File: src/rtl/odo_pkg.sv
package odo_pkg;

  localparam int POSE_WIDTH_DEF  = 48;
  localparam int ANGLE_WIDTH_DEF = 32;

  localparam int TRACK_W  = 24;
  localparam int POS_W    = 32;
  localparam int EPOCH_W  = 8;
  localparam int SET_W    = 48;

  // input tdata layout
  localparam int OFF_LP     = 0;
  localparam int OFF_RP     = 32;
  localparam int OFF_LE     = 64;
  localparam int OFF_RE     = 72;
  localparam int OFF_SX     = 80;
  localparam int OFF_SY     = 128;
  localparam int OFF_SH     = 176;
  localparam int IN_TDATA_W = 208;

  localparam logic [TRACK_W-1:0] TRACK_RESET = 24'd40960;
  localparam logic [31:0]        TWO_PI_Q29  = 32'd3373259426;

  localparam int MAG_W      = 34;
  localparam int TURN_SHIFT = 29;
  localparam int DIST_W     = 33;
  localparam int CS_W       = 33;
  localparam int Z_W        = 34;
  localparam int ACC_W      = 66;
  localparam int REM_W      = 56;
  localparam int STEP_W     = 7;
  localparam int CORDIC_STEPS = 30;

  localparam logic signed [CS_W-1:0] CORDIC_GAIN = 33'sd652032874;

  typedef struct packed {
    logic              capture;
    logic              prep;
    logic              div_step;
    logic              cord_init;
    logic              cord_step;
    logic              mul_step;
    logic              apply;
    logic              load_out;
    logic [STEP_W-1:0] step;
  } odo_cmd_t;

  typedef struct packed {
    logic is_reset;
  } odo_sts_t;

  // arctangent of 2^-i as a 32-bit binary angle
  function automatic logic [31:0] atan_lut(input logic [4:0] idx);
    logic [31:0] v;
    case (idx)
      5'd0:  v = 32'd536870912;
      5'd1:  v = 32'd316933406;
      5'd2:  v = 32'd167458907;
      5'd3:  v = 32'd85004756;
      5'd4:  v = 32'd42667331;
      5'd5:  v = 32'd21354465;
      5'd6:  v = 32'd10679838;
      5'd7:  v = 32'd5340245;
      5'd8:  v = 32'd2670163;
      5'd9:  v = 32'd1335087;
      5'd10: v = 32'd667544;
      5'd11: v = 32'd333772;
      5'd12: v = 32'd166886;
      5'd13: v = 32'd83443;
      5'd14: v = 32'd41722;
      5'd15: v = 32'd20861;
      5'd16: v = 32'd10430;
      5'd17: v = 32'd5215;
      5'd18: v = 32'd2608;
      5'd19: v = 32'd1304;
      5'd20: v = 32'd652;
      5'd21: v = 32'd326;
      5'd22: v = 32'd163;
      5'd23: v = 32'd81;
      5'd24: v = 32'd41;
      5'd25: v = 32'd20;
      5'd26: v = 32'd10;
      5'd27: v = 32'd5;
      5'd28: v = 32'd3;
      5'd29: v = 32'd1;
      default: v = 32'd0;
    endcase
    return v;
  endfunction

endpackage

File: src/rtl/odo_ctrl.sv
module odo_ctrl import odo_pkg::*; #(
  parameter int ANGLE_WIDTH = ANGLE_WIDTH_DEF
) (
  input  logic     clk,
  input  logic     rst,
  input  logic     s_tvalid,
  output logic     s_tready,
  output logic     m_tvalid,
  input  logic     m_tready,
  input  odo_sts_t sts,
  output odo_cmd_t cmd
);

  localparam int DIV_STEPS = MAG_W + TURN_SHIFT + ANGLE_WIDTH;
  localparam logic [STEP_W-1:0] DIV_LAST  = STEP_W'(DIV_STEPS - 1);
  localparam logic [STEP_W-1:0] CORD_LAST = STEP_W'(CORDIC_STEPS - 1);
  localparam logic [STEP_W-1:0] MUL_LAST  = STEP_W'(3);

  localparam logic [2:0] S_IDLE  = 3'd0;
  localparam logic [2:0] S_PREP  = 3'd1;
  localparam logic [2:0] S_DIV   = 3'd2;
  localparam logic [2:0] S_CINIT = 3'd3;
  localparam logic [2:0] S_CORD  = 3'd4;
  localparam logic [2:0] S_MUL   = 3'd5;
  localparam logic [2:0] S_APPLY = 3'd6;
  localparam logic [2:0] S_OUT   = 3'd7;

  logic [2:0]        state, state_next;
  logic [STEP_W-1:0] step, step_next;

  always_comb begin
    state_next = state;
    step_next  = step;
    cmd        = '0;
    cmd.step   = step;
    unique case (state)
      S_IDLE: begin
        if (s_tvalid) begin
          cmd.capture = 1'b1;
          state_next  = S_PREP;
        end
      end
      S_PREP: begin
        cmd.prep   = 1'b1;
        step_next  = '0;
        state_next = sts.is_reset ? S_OUT : S_DIV;
      end
      S_DIV: begin
        cmd.div_step = 1'b1;
        if (step == DIV_LAST) begin
          step_next  = '0;
          state_next = S_CINIT;
        end else begin
          step_next = step + STEP_W'(1);
        end
      end
      S_CINIT: begin
        cmd.cord_init = 1'b1;
        state_next    = S_CORD;
      end
      S_CORD: begin
        cmd.cord_step = 1'b1;
        if (step == CORD_LAST) begin
          step_next  = '0;
          state_next = S_MUL;
        end else begin
          step_next = step + STEP_W'(1);
        end
      end
      S_MUL: begin
        cmd.mul_step = 1'b1;
        if (step == MUL_LAST) begin
          step_next  = '0;
          state_next = S_APPLY;
        end else begin
          step_next = step + STEP_W'(1);
        end
      end
      S_APPLY: begin
        cmd.apply  = 1'b1;
        state_next = S_OUT;
      end
      S_OUT: begin
        // wait until the output register is free
        if (!m_tvalid || m_tready) begin
          cmd.load_out = 1'b1;
          state_next   = S_IDLE;
        end
      end
      default: state_next = S_IDLE;
    endcase
  end

  always_ff @(posedge clk) begin
    if (rst) begin
      state    <= S_IDLE;
      step     <= '0;
      m_tvalid <= 1'b0;
    end else begin
      state <= state_next;
      step  <= step_next;
      if (cmd.load_out) begin
        m_tvalid <= 1'b1;
      end else if (m_tready) begin
        m_tvalid <= 1'b0;
      end
    end
  end

  assign s_tready = (state == S_IDLE);

endmodule

File: config.mk
export PLATFORM = sky130hd
export DESIGN_NAME = odo_ctrl
export DESIGN_NICKNAME = d
export VERILOG_FILES = /design/src/rtl/odo_pkg.sv /design/src/rtl/odo_ctrl.sv
export SDC_FILE = /design/constraint.sdc
export NUM_CORES = 1
export LEC_CHECK = 0
export ABC_AREA = 1
export ABC_CLOCK_PERIOD_IN_PS = 2200
export CAP_MARGIN = 20
export CORE_MARGIN = 5
export CORE_UTILIZATION = 65
export CTS_CLUSTER_DIAMETER = 200
export DETAILED_ROUTE_END_ITERATION = 10
export DONT_BUFFER_PORTS = 1
export GPL_TIMING_DRIVEN = 0
export PLACE_DENSITY = 0.77
export SLEW_MARGIN = 30
export SYNTH_ARGS = -nofsm -noshare
export SYNTH_HDL_FRONTEND = slang
export SYNTH_SLANG_ARGS = --single-unit
File: constraint.sdc
create_clock -name clk -period 2.2 [get_ports clk]
set_clock_uncertainty 0.1 [all_clocks]
set_input_delay 0.22 -clock clk [delete_from_list [all_inputs] [get_ports clk]]
set_output_delay 0.22 -clock clk [all_outputs]
set_load 0.01 [all_outputs]
## Yosys cells after proc, flatten, opt, wreduce, memory -nomap -nowiden

Cells that the tools add are included.

- Flip-flop bits (word level): 11
- Bits in latches: 0
- Memory bits (writable): 0
- Bits in read-only memories: 0
- Output and inout bits: 17
- Word-level logic and storage cells: 48
- Memories kept: 0

- Add/sub/neg operators: 1
- Multiply operators: 0
- Divide/modulo/power cells: 0
- Magnitude comparators: 0
- Equality and inequality tests: 15
- Shift operators: 0
- Muxes and demuxes: 23
- Bitwise gates (word level): 0
- Reduce and logical (&&, ||, !) cells: 6

Operators by type and width:

| cell | count |
|---|---|
| 7-bit one-hot mux with 4 select lines | 1 |
| 3-bit one-hot mux with 8 select lines | 1 |
| 7-bit 2-to-1 mux | 3 |
| 3-bit 2-to-1 mux | 6 |
| 3-bit equality test, second input constant | 4 |
| 1-bit 2-to-1 mux | 12 |
| 2-bit inequality test, second input constant | 5 |
| 7-bit by 1-bit adder with 7-bit output, second input constant | 1 |
| 7-bit by 2-bit equality test with 1-bit output, second input constant | 1 |
| 7-bit by 5-bit equality test with 1-bit output, second input constant | 1 |
| 7-bit equality test, second input constant | 1 |
| 3-bit by 2-bit equality test with 1-bit output, second input constant | 2 |
| 5-bit AND reduction | 1 |
| 4-bit nonzero test | 1 |
| 3-bit by 1-bit equality test with 1-bit output, second input constant | 1 |
| 3-bit logical NOT | 1 |
| 2-bit nonzero test | 1 |
| 1-bit logical NOT | 1 |
| 1-bit logical OR | 1 |

## Logic depth before layout (Yosys ltp)

Gate-level depths: netlist of run 1.

- Depth after elaboration: 5
- Mapped depth: 10
- Depth with buffers taken out: 10

## Least setup slack after synthesis of run 1

Ideal clock, no wire load.

- Path kind: register to register
- From: register step[1]
- To: register state[0]
- Setup time: 0.113 ns
- Data arrival time: 1.262 ns
- Data required time: 1.987 ns
- Path slack: 0.726 ns
- Stages on the path, launching flop included: 9
- Buffers on the path: 0
- Period minus slack after synthesis: 1.474 ns
- Cell sequence: dfxtp_1 -> ha_1 -> nand3_1 -> o21ai_2 -> nand2_2 -> nor2_4 -> nand3_1 -> nand2_1 -> nor2_1

- Longest elaborated chain between the ends: 3

Ends and longest elaborated chain:

| item | line | text |
|---|---|---|
| start: declaration | odo_ctrl.sv:29 | `logic [STEP_W-1:0] step, step_next;` |
| start signal: assignment | odo_ctrl.sv:101 | `step <= step_next;` |
| 7-bit by 2-bit equality test with 1-bit output, or another cell as far along | odo_ctrl.sv:72 | `if (step == MUL_LAST) begin` |
| 2-bit inequality test (no source line) | - |  |
| 5-bit AND reduction (no source line) (*) | - |  |
| end signal: assignment | odo_ctrl.sv:100 | `state <= state_next;` |
| end: declaration | odo_ctrl.sv:28 | `logic [2:0] state, state_next;` |

Every way passes the cells marked *; elsewhere a longest branch is shown, timed or not.
A chain may end at the register's enable or synchronous reset.

## Final worst setup path of run 1

- From: register step[0]
- To: register state[2]

The elaborated chain is that of the path after synthesis.

==> qor.txt, run 1 <==
Register area share after synthesis = 25.8%
Maximum vdd drop = 923 uV
Port Buffers = 0
Final period utilization = 74.8%
Clock Latency Late Sink = 0.27 ns
Max Clk Rate = 0.608 GHz
Die Width = 46.2 um
Drt drc = 0
DR vias/cell = 5.17
Root Driver = clkbuf_4
Cell Area, Placed = 871 um2
Share of cells above drive strength 1 = 15.8%
R2r startpoint = step[0]
Sink Count = 11
Hold path depth = 3
Commonest non-fill, non-tap cell in the layout = nor2_1
Power density cells = 1170 mW/mm2
RR Endpoint = state[2]
Worst Tran Pin Value = 0.351 ns
CTS max path bufs = 2
CP Data Required Time = 2.28 ns
Non-Filler Instances = 154
Vias in the first global route = 674
Antenna-violating nets left = 0
Cell leakage power = 0.000431 uW
Htree depth = 1
Initial antenna violation count = 0
Routed WL = 1840 um
CTS tree = done
Gr usage total = 21.2%
DP Worst Slack = 0.562 ns
Syn Std Cell Area = 852 um2
WL/cell = 11.9 um
Fin worst setup slack = 0.554 ns
Synth warn = 0
Fin nets = 149
Worst reg-to-reg path cell count = 10
Reg2reg setup slack = 0.55 ns
Post-synth cell types = 22
Total gr overflow = 0
Core Area = 0.00127 mm2
Max-cap check violation count = 0
Cells after DPL = 149
Hold Crit Start = rst
Final Critical Period = 1.65 ns
Die footprint = 0.00213 mm2
Fin area = 907 um2
DRT Pass-1 Iters = 4
CP Class = reg -> reg
Net Count, Synth = 143
Hold Crit Class = in -> reg
Final max-slew violation count = 0
First-pass GRT wire length = 3130 um
Util after Layout = 71.5%
Max-slew headroom = 76.4%
Status = finished, final reports clean
DR iter-0 viols = 31
Startpoint types = flip-flop
Synthesized instance count = 134
Yosys reg bits = 11
Fillers = 118
Largest net degree at the start of global routing = 11
Setup TNS = 0 ns
Area growth, synth to finish = 6.46%
Endpoints failing hold = 0
Via Count = 796
Unrepaired setup endpoints after global routing = false
ANT cells = 0
IO Pins = 22
Hpwl dp = 1400 um
CP endpoint kind = flip-flop
Hold endpoint = state[0]
Clock Pin Slew Worst Setup and Hold Paths = 0.07 ns
CP arrival = 1.72 ns
Num CTS Buffers = 3
Final setup fails = 0
Most frequent cells in the layout = nor2_1 (27), nand2_1 (25), inv_1 (21)
RePlAce Congestion = 0.783
Row cnt = 13
Highest net fanout along the worst path = 6
Starting Density = 67.2%
Avg Cell Area, Syn = 6.36 um2
Die Y = 46.2 um
registers in the layout, summed over array words and instances, names as in the netlist:
register  cells
step          7
state         3
m_tvalid      1
power by group:
part	switching, uW	internal, uW
registers	61.9	239
clock network	72.6	70.4
logic	413	203
total	547	512
cells by family (layout without fill, tap and decap cells):
logic type / count (synthesis) / in the layout / share of synthesized area (%)
adder cells (fa/ha/maj): 4 / 4 / 5.87
XOR/XNOR: 3 / 3 / 3.08
AND/OR/NAND/NOR: 78 / 78 / 43.5
buffers and inverters: 26 / 31 / 12.3
flip-flops: 11 / 11 / 25.8
AO/OA/AOI/OAI: 12 / 12 / 9.40
cell usage after synthesis:
master    instances  area share [%]
nor2_1           27              12
nand3_4           1             2.1
buf_4             2             1.8
a21oi_1           6             3.5
o21a_1            2             1.8
nor2_4            2             2.6
o21ai_0           2             1.2
nand2_2           3             2.2
nand4_1           1            0.73
nor3_1            1            0.59
nand3_1          11             6.5
a21oi_4           1             1.9
nand3b_1          1            0.88
nand2_4           1             1.3
inv_2             3             1.3
dfxtp_1          11              26
ha_1              4             5.9
nand2_1          25              11
o21ai_2           1             1.0
xor2_1            3             3.1
nor2_2            5             3.7
inv_1            21             9.3
repair_timing:
item	in CTS	in global routing
resized for setup	0	0
endpoints found under the hold margin	4	0
buffers inserted	0	0
hold buffers	1	0
critical path: stages (launching register included):
cell,delay (ns)
dfxtp_1,0.49
ha_1,0.20
inv_1,0.05
nor2_1,0.08
nand3_1,0.12
nand2_4,0.10
nand2_2,0.07
nor2_4,0.14
nand3_1,0.09
nand2_1,0.06
nor2_1,0.04
final cells by class:
class | instances | area, um2 | area share, %
Multi-Input combinational cell | 97 | 527 | 58.1
Sequential cell | 11 | 220 | 24.3
Inverter | 24 | 90.1 | 9.93
Clock buffer | 4 | 26.3 | 2.90
Tap cell | 15 | 18.8 | 2.07
Buffer | 2 | 15.0 | 1.66
Timing Repair Buffer | 1 | 10.0 | 1.10
stage by stage:
stage,hold slack [ns],power (uW)
2_1_floorplan,0.189,807
3_3_place_gp,0.191,904
3_5_place_dp,0.192,920
4_1_cts,0.0915,1060
5_1_grt,0.0905,1170
6_report,0.101,1060
how the worst max path moves through the flow:
stage / startpoint / end / slack [ns]
floorplan: step[1] / state[0] / 0.73
global placement: step[0] / step[1] / 0.57
detailed placement: step[1] / state[2] / 0.56
CTS: step[0] / step[1] / 0.54
global route: step[0] / state[2] / 0.37
finish: step[0] / state[2] / 0.55
per-layer routing:
layer	vias to the layer above	GRT usage, %	wire, um
met5	-	0	0
met4	0	12.5	46
met3	5	6.64	122
met2	23	28.8	781
met1	349	28.6	886
li1	419	-	-
Power figures use the tool's default switching activity.
==> inputs of run 2 (changes only) <==
--- a/config.mk
+++ b/config.mk
@@ -6,15 +6,15 @@
 export NUM_CORES = 1
 export LEC_CHECK = 0
 export ABC_AREA = 1
-export ABC_CLOCK_PERIOD_IN_PS = 2200
+export ABC_CLOCK_PERIOD_IN_PS = 1400
 export CAP_MARGIN = 20
 export CORE_MARGIN = 5
-export CORE_UTILIZATION = 65
+export CORE_UTILIZATION = 54
 export CTS_CLUSTER_DIAMETER = 200
 export DETAILED_ROUTE_END_ITERATION = 10
 export DONT_BUFFER_PORTS = 1
 export GPL_TIMING_DRIVEN = 0
-export PLACE_DENSITY = 0.77
+export PLACE_DENSITY = 0.68
 export SLEW_MARGIN = 30
 export SYNTH_ARGS = -nofsm -noshare
 export SYNTH_HDL_FRONTEND = slang
==> constraint.sdc (replaced) <==
create_clock -name clk -period 1.4 [get_ports clk]
set_clock_uncertainty 0.1 [all_clocks]
set_input_delay 0.14 -clock clk [delete_from_list [all_inputs] [get_ports clk]]
set_output_delay 0.14 -clock clk [all_outputs]
set_load 0.01 [all_outputs]
==> run 2 against run 1 <==
The flow now finishes with violations (hold timing, setup timing). Via count is 6.4% higher. Flip-flop and latch count is the same. Combinational power increased by 100%. Cell count is 2.6% higher. Core utilization rose by 1.5 points. Worst setup slack got worse by 0.65 ns. Final area up 21%. Register-to-register slack worse by 0.65 ns. Maximum frequency rose by 9.7%. Largest cell class unchanged.
==> qor.txt, run 2 (synthesis gave the netlist of run 1 again) <==
Drt drc = 0
Final period utilization = 107%
Clock Pin Slew Worst Setup and Hold Paths = 0.08 ns
Largest net degree at the start of global routing = 11
Failing checks = hold timing, setup timing
Worst Tran Pin Value = 0.279 ns
Root Driver = clkbuf_4
Final setup fails = 7
DRT Pass-1 Iters = 4
Commonest non-fill, non-tap cell in the layout = nor2_1
Cells after DPL = 150
Die Y = 49.7 um
Starting Density = 56.6%
Non-Filler Instances = 158
Cell Area, Placed = 912 um2
Hold Crit Class = in -> reg
Via Count = 847
Num CTS Buffers = 3
Sink Count = 11
Port Buffers = 0
Max-slew headroom = 81.4%
DR iter-0 viols = 25
Min Hold Slack = -0.189 ns
Most flop-heavy register = step
CP Class = reg -> reg
First-pass GRT wire length = 3210 um
Gr usage total = 16.6%
Die footprint = 0.00247 mm2
Max Clk Rate = 0.667 GHz
Power density cells = 1820 mW/mm2
Startpoint types = flip-flop
Endpoints failing hold = 4
Max-cap check violation count = 0
CP endpoint kind = flip-flop
Share of cells above drive strength 1 = 44.4%
Total gr overflow = 0
Top Registers = step: 7 flops, state: 3 flops, m_tvalid: 1 flops
Row cnt = 14
Cell leakage power = 0.000455 uW
Hpwl dp = 1430 um
WL met1 = 958 um
IO Pins = 22
Clock Latency Late Sink = 0.27 ns
Final Critical Period = 1.50 ns
CTS max path bufs = 2
Initial antenna violation count = 0
Fin area = 0.00110 mm2
Routed WL = 2110 um
Fin nets = 152
DP Worst Slack = -0.121 ns
CTS tree = done
CP arrival = 1.61 ns
Core Area = 0.00151 mm2
Maximum vdd drop = 1180 uV
Unrepaired setup endpoints after global routing = true
Antenna-violating nets left = 0
Status = complete, but fails checks
Most frequent cells in the layout = nor2_1 (24), nand2_1 (20), inv_1 (13)
DR top layer = met4
Max reg flops = 7
Fin worst setup slack = -0.100 ns
Area growth, synth to finish = 29.1%
Met3 WL = 147 um
Final max-slew violation count = 0
WL/cell = 13.4 um
ANT cells = 0
Highest net fanout along the worst path = 6
Routed length on met2 = 982 um
DR vias/cell = 5.36
Die Width = 49.7 um
CP Data Required Time = 1.51 ns
Htree depth = 1
RePlAce Congestion = 0.792
Vias in the first global route = 718
## run 2: cell count changes in the layout (fill, tap and decap cells not counted), moves of 5 or more
cell     previous run  this run
nand2_1            25        20
dfxtp_4             0         6
dfxtp_1            11         1
nor2_4              2         7
inv_1              21        13
inv_2               3         9
## run 2: final cells by class
cell class,count,area [um2]
timing repair buffer,4,30.0
multi-input combinational,97,654
tap,16,20.0
clock buffer,4,26.3
buffer,2,26.3
inverter,24,95.1
fill,133,407
sequential,11,248
## run 2: path summary, 6_finish.rpt
| check | slack, ns | cells after the start | end | start |
|---|---|---|---|---|
| min | -0.19 | 1 | step[6] | rst |
| min reg2reg | 0.43 | 2 | step[6] | step[6] |
| max | -0.10 | 9 | state[2] | step[0] |
| max reg2reg | -0.10 | 9 | state[2] | step[0] |
## run 2: where the power goes
group / switching [uW] / leakage (uW) / total, uW / internal, uW
Combinational: 768 / 0.000344 / 1240 / 468
Clock: 118 / 0.0000150 / 229 / 110
Sequential: 138 / 0.0000957 / 542 / 404
## run 2: worst max-delay path, cell delays in order (launching register included)
cell     delay, ns
dfxtp_4       0.43
ha_4          0.14
inv_2         0.03
nor2_1        0.07
nand3_1       0.11
nand2_4       0.11
nand3_4       0.14
nor2_4        0.16
nor2_1        0.05
nor2_1        0.09
## run 2: per-layer routing
layer	vias up	track usage [%]
li1	425	-
met1	387	22.1
met2	31	24.2
met3	4	5.72
met4	0	6.55
met5	-	0
## run 2: metrics by stage
stage,hold WS [ns],TNS [ns],util (%),power [uW]
floorplan,0.102,0,-,1320
global placement,0.105,-0.511,60.5,1490
detailed placement,0.107,-0.594,60.5,1510
CTS,-0.186,-0.380,65.4,1810
global route,-0.210,-1.17,73.0,2170
finish,-0.189,-0.473,73.0,2010
## run 2: repair_timing
item | 4_1_cts | 5_1_grt
pin swaps | 5 | 9
buffers inserted | 1 | 3
endpoints found under the hold margin | 4 | 4
endpoints found under the setup margin | 12 | 12
gates resized for setup | 11 | 35
==> inputs of run 3 (changes only) <==
--- a/config.mk
+++ b/config.mk
@@ -5,16 +5,16 @@
 export SDC_FILE = /design/constraint.sdc
 export NUM_CORES = 1
 export LEC_CHECK = 0
-export ABC_AREA = 1
+export ABC_AREA = 0
 export ABC_CLOCK_PERIOD_IN_PS = 1400
 export CAP_MARGIN = 20
 export CORE_MARGIN = 5
-export CORE_UTILIZATION = 54
+export CORE_UTILIZATION = 53
 export CTS_CLUSTER_DIAMETER = 200
 export DETAILED_ROUTE_END_ITERATION = 10
 export DONT_BUFFER_PORTS = 1
 export GPL_TIMING_DRIVEN = 0
-export PLACE_DENSITY = 0.68
+export PLACE_DENSITY = 0.67
 export SLEW_MARGIN = 30
 export SYNTH_ARGS = -nofsm -noshare
 export SYNTH_HDL_FRONTEND = slang
==> run 3 against run 2 <==
The flow finishes with violations (setup timing). Core utilization up 8.2 points. Total power down 17%. Clock-buffer cell count unchanged. Global-route usage is 2.0 points higher. Critical path depth shrank 3. Register-to-register slack worse by 0.14 ns. Wire length fell by 0.57%. Critical path type unchanged. Largest power group unchanged. Highest routed layer unchanged.
==> qor.txt, run 3 <==
Status = complete, but fails checks
Failing checks = setup timing
Vias in the first global route = 654
Final max-slew violation count = 0
Hold Crit Class = in -> reg
Initial antenna violation count = 0
Most frequent cell after synthesis = nor2_1
M1 GR Usage = 20.2%
Max-cap check violation count = 0
Fin worst setup slack = -0.241 ns
Post-synth cell types = 32
Post-synth top flop = dfxtp_1
DRT Pass-1 Iters = 4
Worst reg-to-reg path cell count = 6
Htree depth = 1
RePlAce Congestion = 0.774
Crit path depth = 6
DR iter-0 viols = 7
Top post-synthesis cells by count = nor2_1 (15), dfxtp_1 (11), nand2_1 (7)
Final period utilization = 117%
Unrepaired setup endpoints after global routing = true
CP Launch Point = step[6]
Most frequent cells in the layout = nor2_1 (11), buf_4 (8), nand2_1 (6)
Antenna-violating nets left = 0
Max-slew headroom = 72.4%
Util after Layout = 81.3%
Die Width = 47.0 um
Startpoint types = flip-flop
Synth warn = 0
Via Count = 763
Core Area = 0.00130 mm2
Setup TNS = -2.11 ns
Fin area = 0.00106 mm2
Most flop-heavy register = step
Die Y = 47.0 um
Yosys reg bits = 11
DR vias/cell = 6.20
ANT cells = 0
Clock Pin Slew Worst Setup and Hold Paths = 0.09 ns
First-pass GRT wire length = 2840 um
Avg Cell Area, Syn = 7.90 um2
Cell leakage power = 0.000389 uW
WL/cell = 17.1 um
Net Count, Synth = 101
Fillers = 84
RR Endpoint = step[6]
Largest net degree at the start of global routing = 11
Worst Tran Pin Value = 0.414 ns
CP Data Required Time = 1.47 ns
Reg2reg setup slack = -0.24 ns
Highest net fanout along the worst path = 6
Power density cells = 1580 mW/mm2
Row cnt = 13
Bufs and invs on worst path = 1
DP Worst Slack = -0.318 ns
Max Clk Rate = 0.610 GHz
Commonest non-fill, non-tap cell in the layout = nor2_1
Top Registers = step: 7 flops, state: 3 flops, m_tvalid: 1 flops
Post-synth EDFFs = 0
Hold path depth = 2
Multi-input logic area = 608 um2
Critical path's slowest cell = dfxtp_2
Ys async rst share = 0%
CP peak stage delay = 0.39 ns
Routed WL = 2100 um
CP endpoint kind = flip-flop
Area growth, synth to finish = 45.4%
CTS max path bufs = 2
Delay-heaviest family, CP = compound AO/OA/AOI/OAI gates
Synth area leaders = dfxtp_1 (30%), nor2_1 (7.7%), ha_1 (6.9%), a21oi_1 (4.1%), nand3_1 (4.1%)
Root Driver = clkbuf_4
CP arrival = 1.71 ns
Clock Latency Late Sink = 0.28 ns
Cell taking the most area after synthesis = dfxtp_1
Maximum vdd drop = 1170 uV
Top cell type's share of synthesized area = 30.3%
Port Buffers = 0
Register area = 241 um2
Synthesized instance count = 92
Register area share after synthesis = 30.3%
Met2 Use GR = 31.2%
Hpwl dp = 1170 um
Drt drc = 0
Max reg flops = 7
Cell Area, Placed = 761 um2
Starting Density = 55.9%
Num CTS Buffers = 3
Die footprint = 0.00221 mm2
Crit-path cells = nor2_2 -> nand4_1 -> buf_4 -> a21bo_4 -> a22oi_2 -> a21oi_1
Gr usage total = 18.6%
GR Util met3 = 5.36%
Syn Std Cell Area = 727 um2
Sink Count = 11
IO Pins = 22
CP Class = reg -> reg
R2r startpoint = step[6]
GRT Max-Usage Layer = met2
Final setup fails = 14
Setup crit end = step[6]
Share of cells above drive strength 1 = 52.8%
Fin nets = 118
Endpoints failing hold = 0
CTS tree = done
Total gr overflow = 0
Final Critical Period = 1.64 ns
[run 3: cell types whose count changed in the layout (fill, tap and decap cells not counted), sizes merged, moves of 3 or more]
cell,previous run,this run
nand3,12,7
a22oi,0,3
inv,24,3
nor3,1,5
nor2,34,15
nand2,29,7
buf,6,14
[run 3: worst min path at each step]
stage	from	end	slack (ns)
2_1_floorplan	rst	state[0]	0.11
3_3_place_gp	rst	state[0]	0.11
3_5_place_dp	rst	state[0]	0.12
4_1_cts	m_tready	m_tvalid	0.04
5_1_grt	m_tready	m_tvalid	0.05
6_report	m_tready	m_tvalid	0.04
[run 3: final cells by class]
cell class / instances / area share, %
buffer: 4 / 3.67
clock buffer: 4 / 2.49
inverter: 4 / 2.01
multi-input combinational: 73 / 57.5
sequential: 11 / 22.8
tap: 15 / 1.78
timing repair buffer: 12 / 9.70
[run 3: per-layer routing]
metal,routed length [um],vias up
met3,180,6
met2,1050,34
met1,824,363
met5,0,-
met4,44,0
li1,-,360
[run 3: metrics by stage]
stage / cells / hold slack (ns) / total power [uW]
2_1_floorplan: 92 / 0.112 / 906
3_3_place_gp: 107 / 0.114 / 1010
3_5_place_dp: 107 / 0.120 / 1010
4_1_cts: 115 / 0.0390 / 1430
5_1_grt: 123 / 0.0451 / 1760
6_report: 123 / 0.0408 / 1670
[run 3: worst register-to-register path, cell delays in order, from the launching register on]
cell and delay, ns:
dfxtp_2 0.39, nor2_2 0.21, nand4_1 0.21, buf_4 0.20
a21bo_4 0.23, a22oi_2 0.11, a21oi_1 0.08
[run 3: logic make-up (layout without fill, tap and decap cells)]
logic type	count (synthesis)	in the layout	synth area share (%)
compound gates	19	20	20.1
xor+xnor	2	2	2.41
fa+ha+maj	4	4	6.88
buf+inv	9	24	7.92
flops	11	11	30.3
simple gates	47	47	32.4
[run 3: where the power goes]
part	internal [uW]	total, uW	leakage (uW)	switching [uW]
Clock	111	238	0.0000150	128
Combinational	428	975	0.000279	547
Sequential	367	454	0.0000947	87.0
Total	906	1670	0.000389	762
[run 3: repair_timing]
action,in CTS,in global routing
endpoints found under the hold margin,1,0
pin swaps,9,11
gates resized for setup,26,16
gates cloned,1,0
hold buffers,2,0
setup endpoints to repair,13,15
buffers inserted,2,8
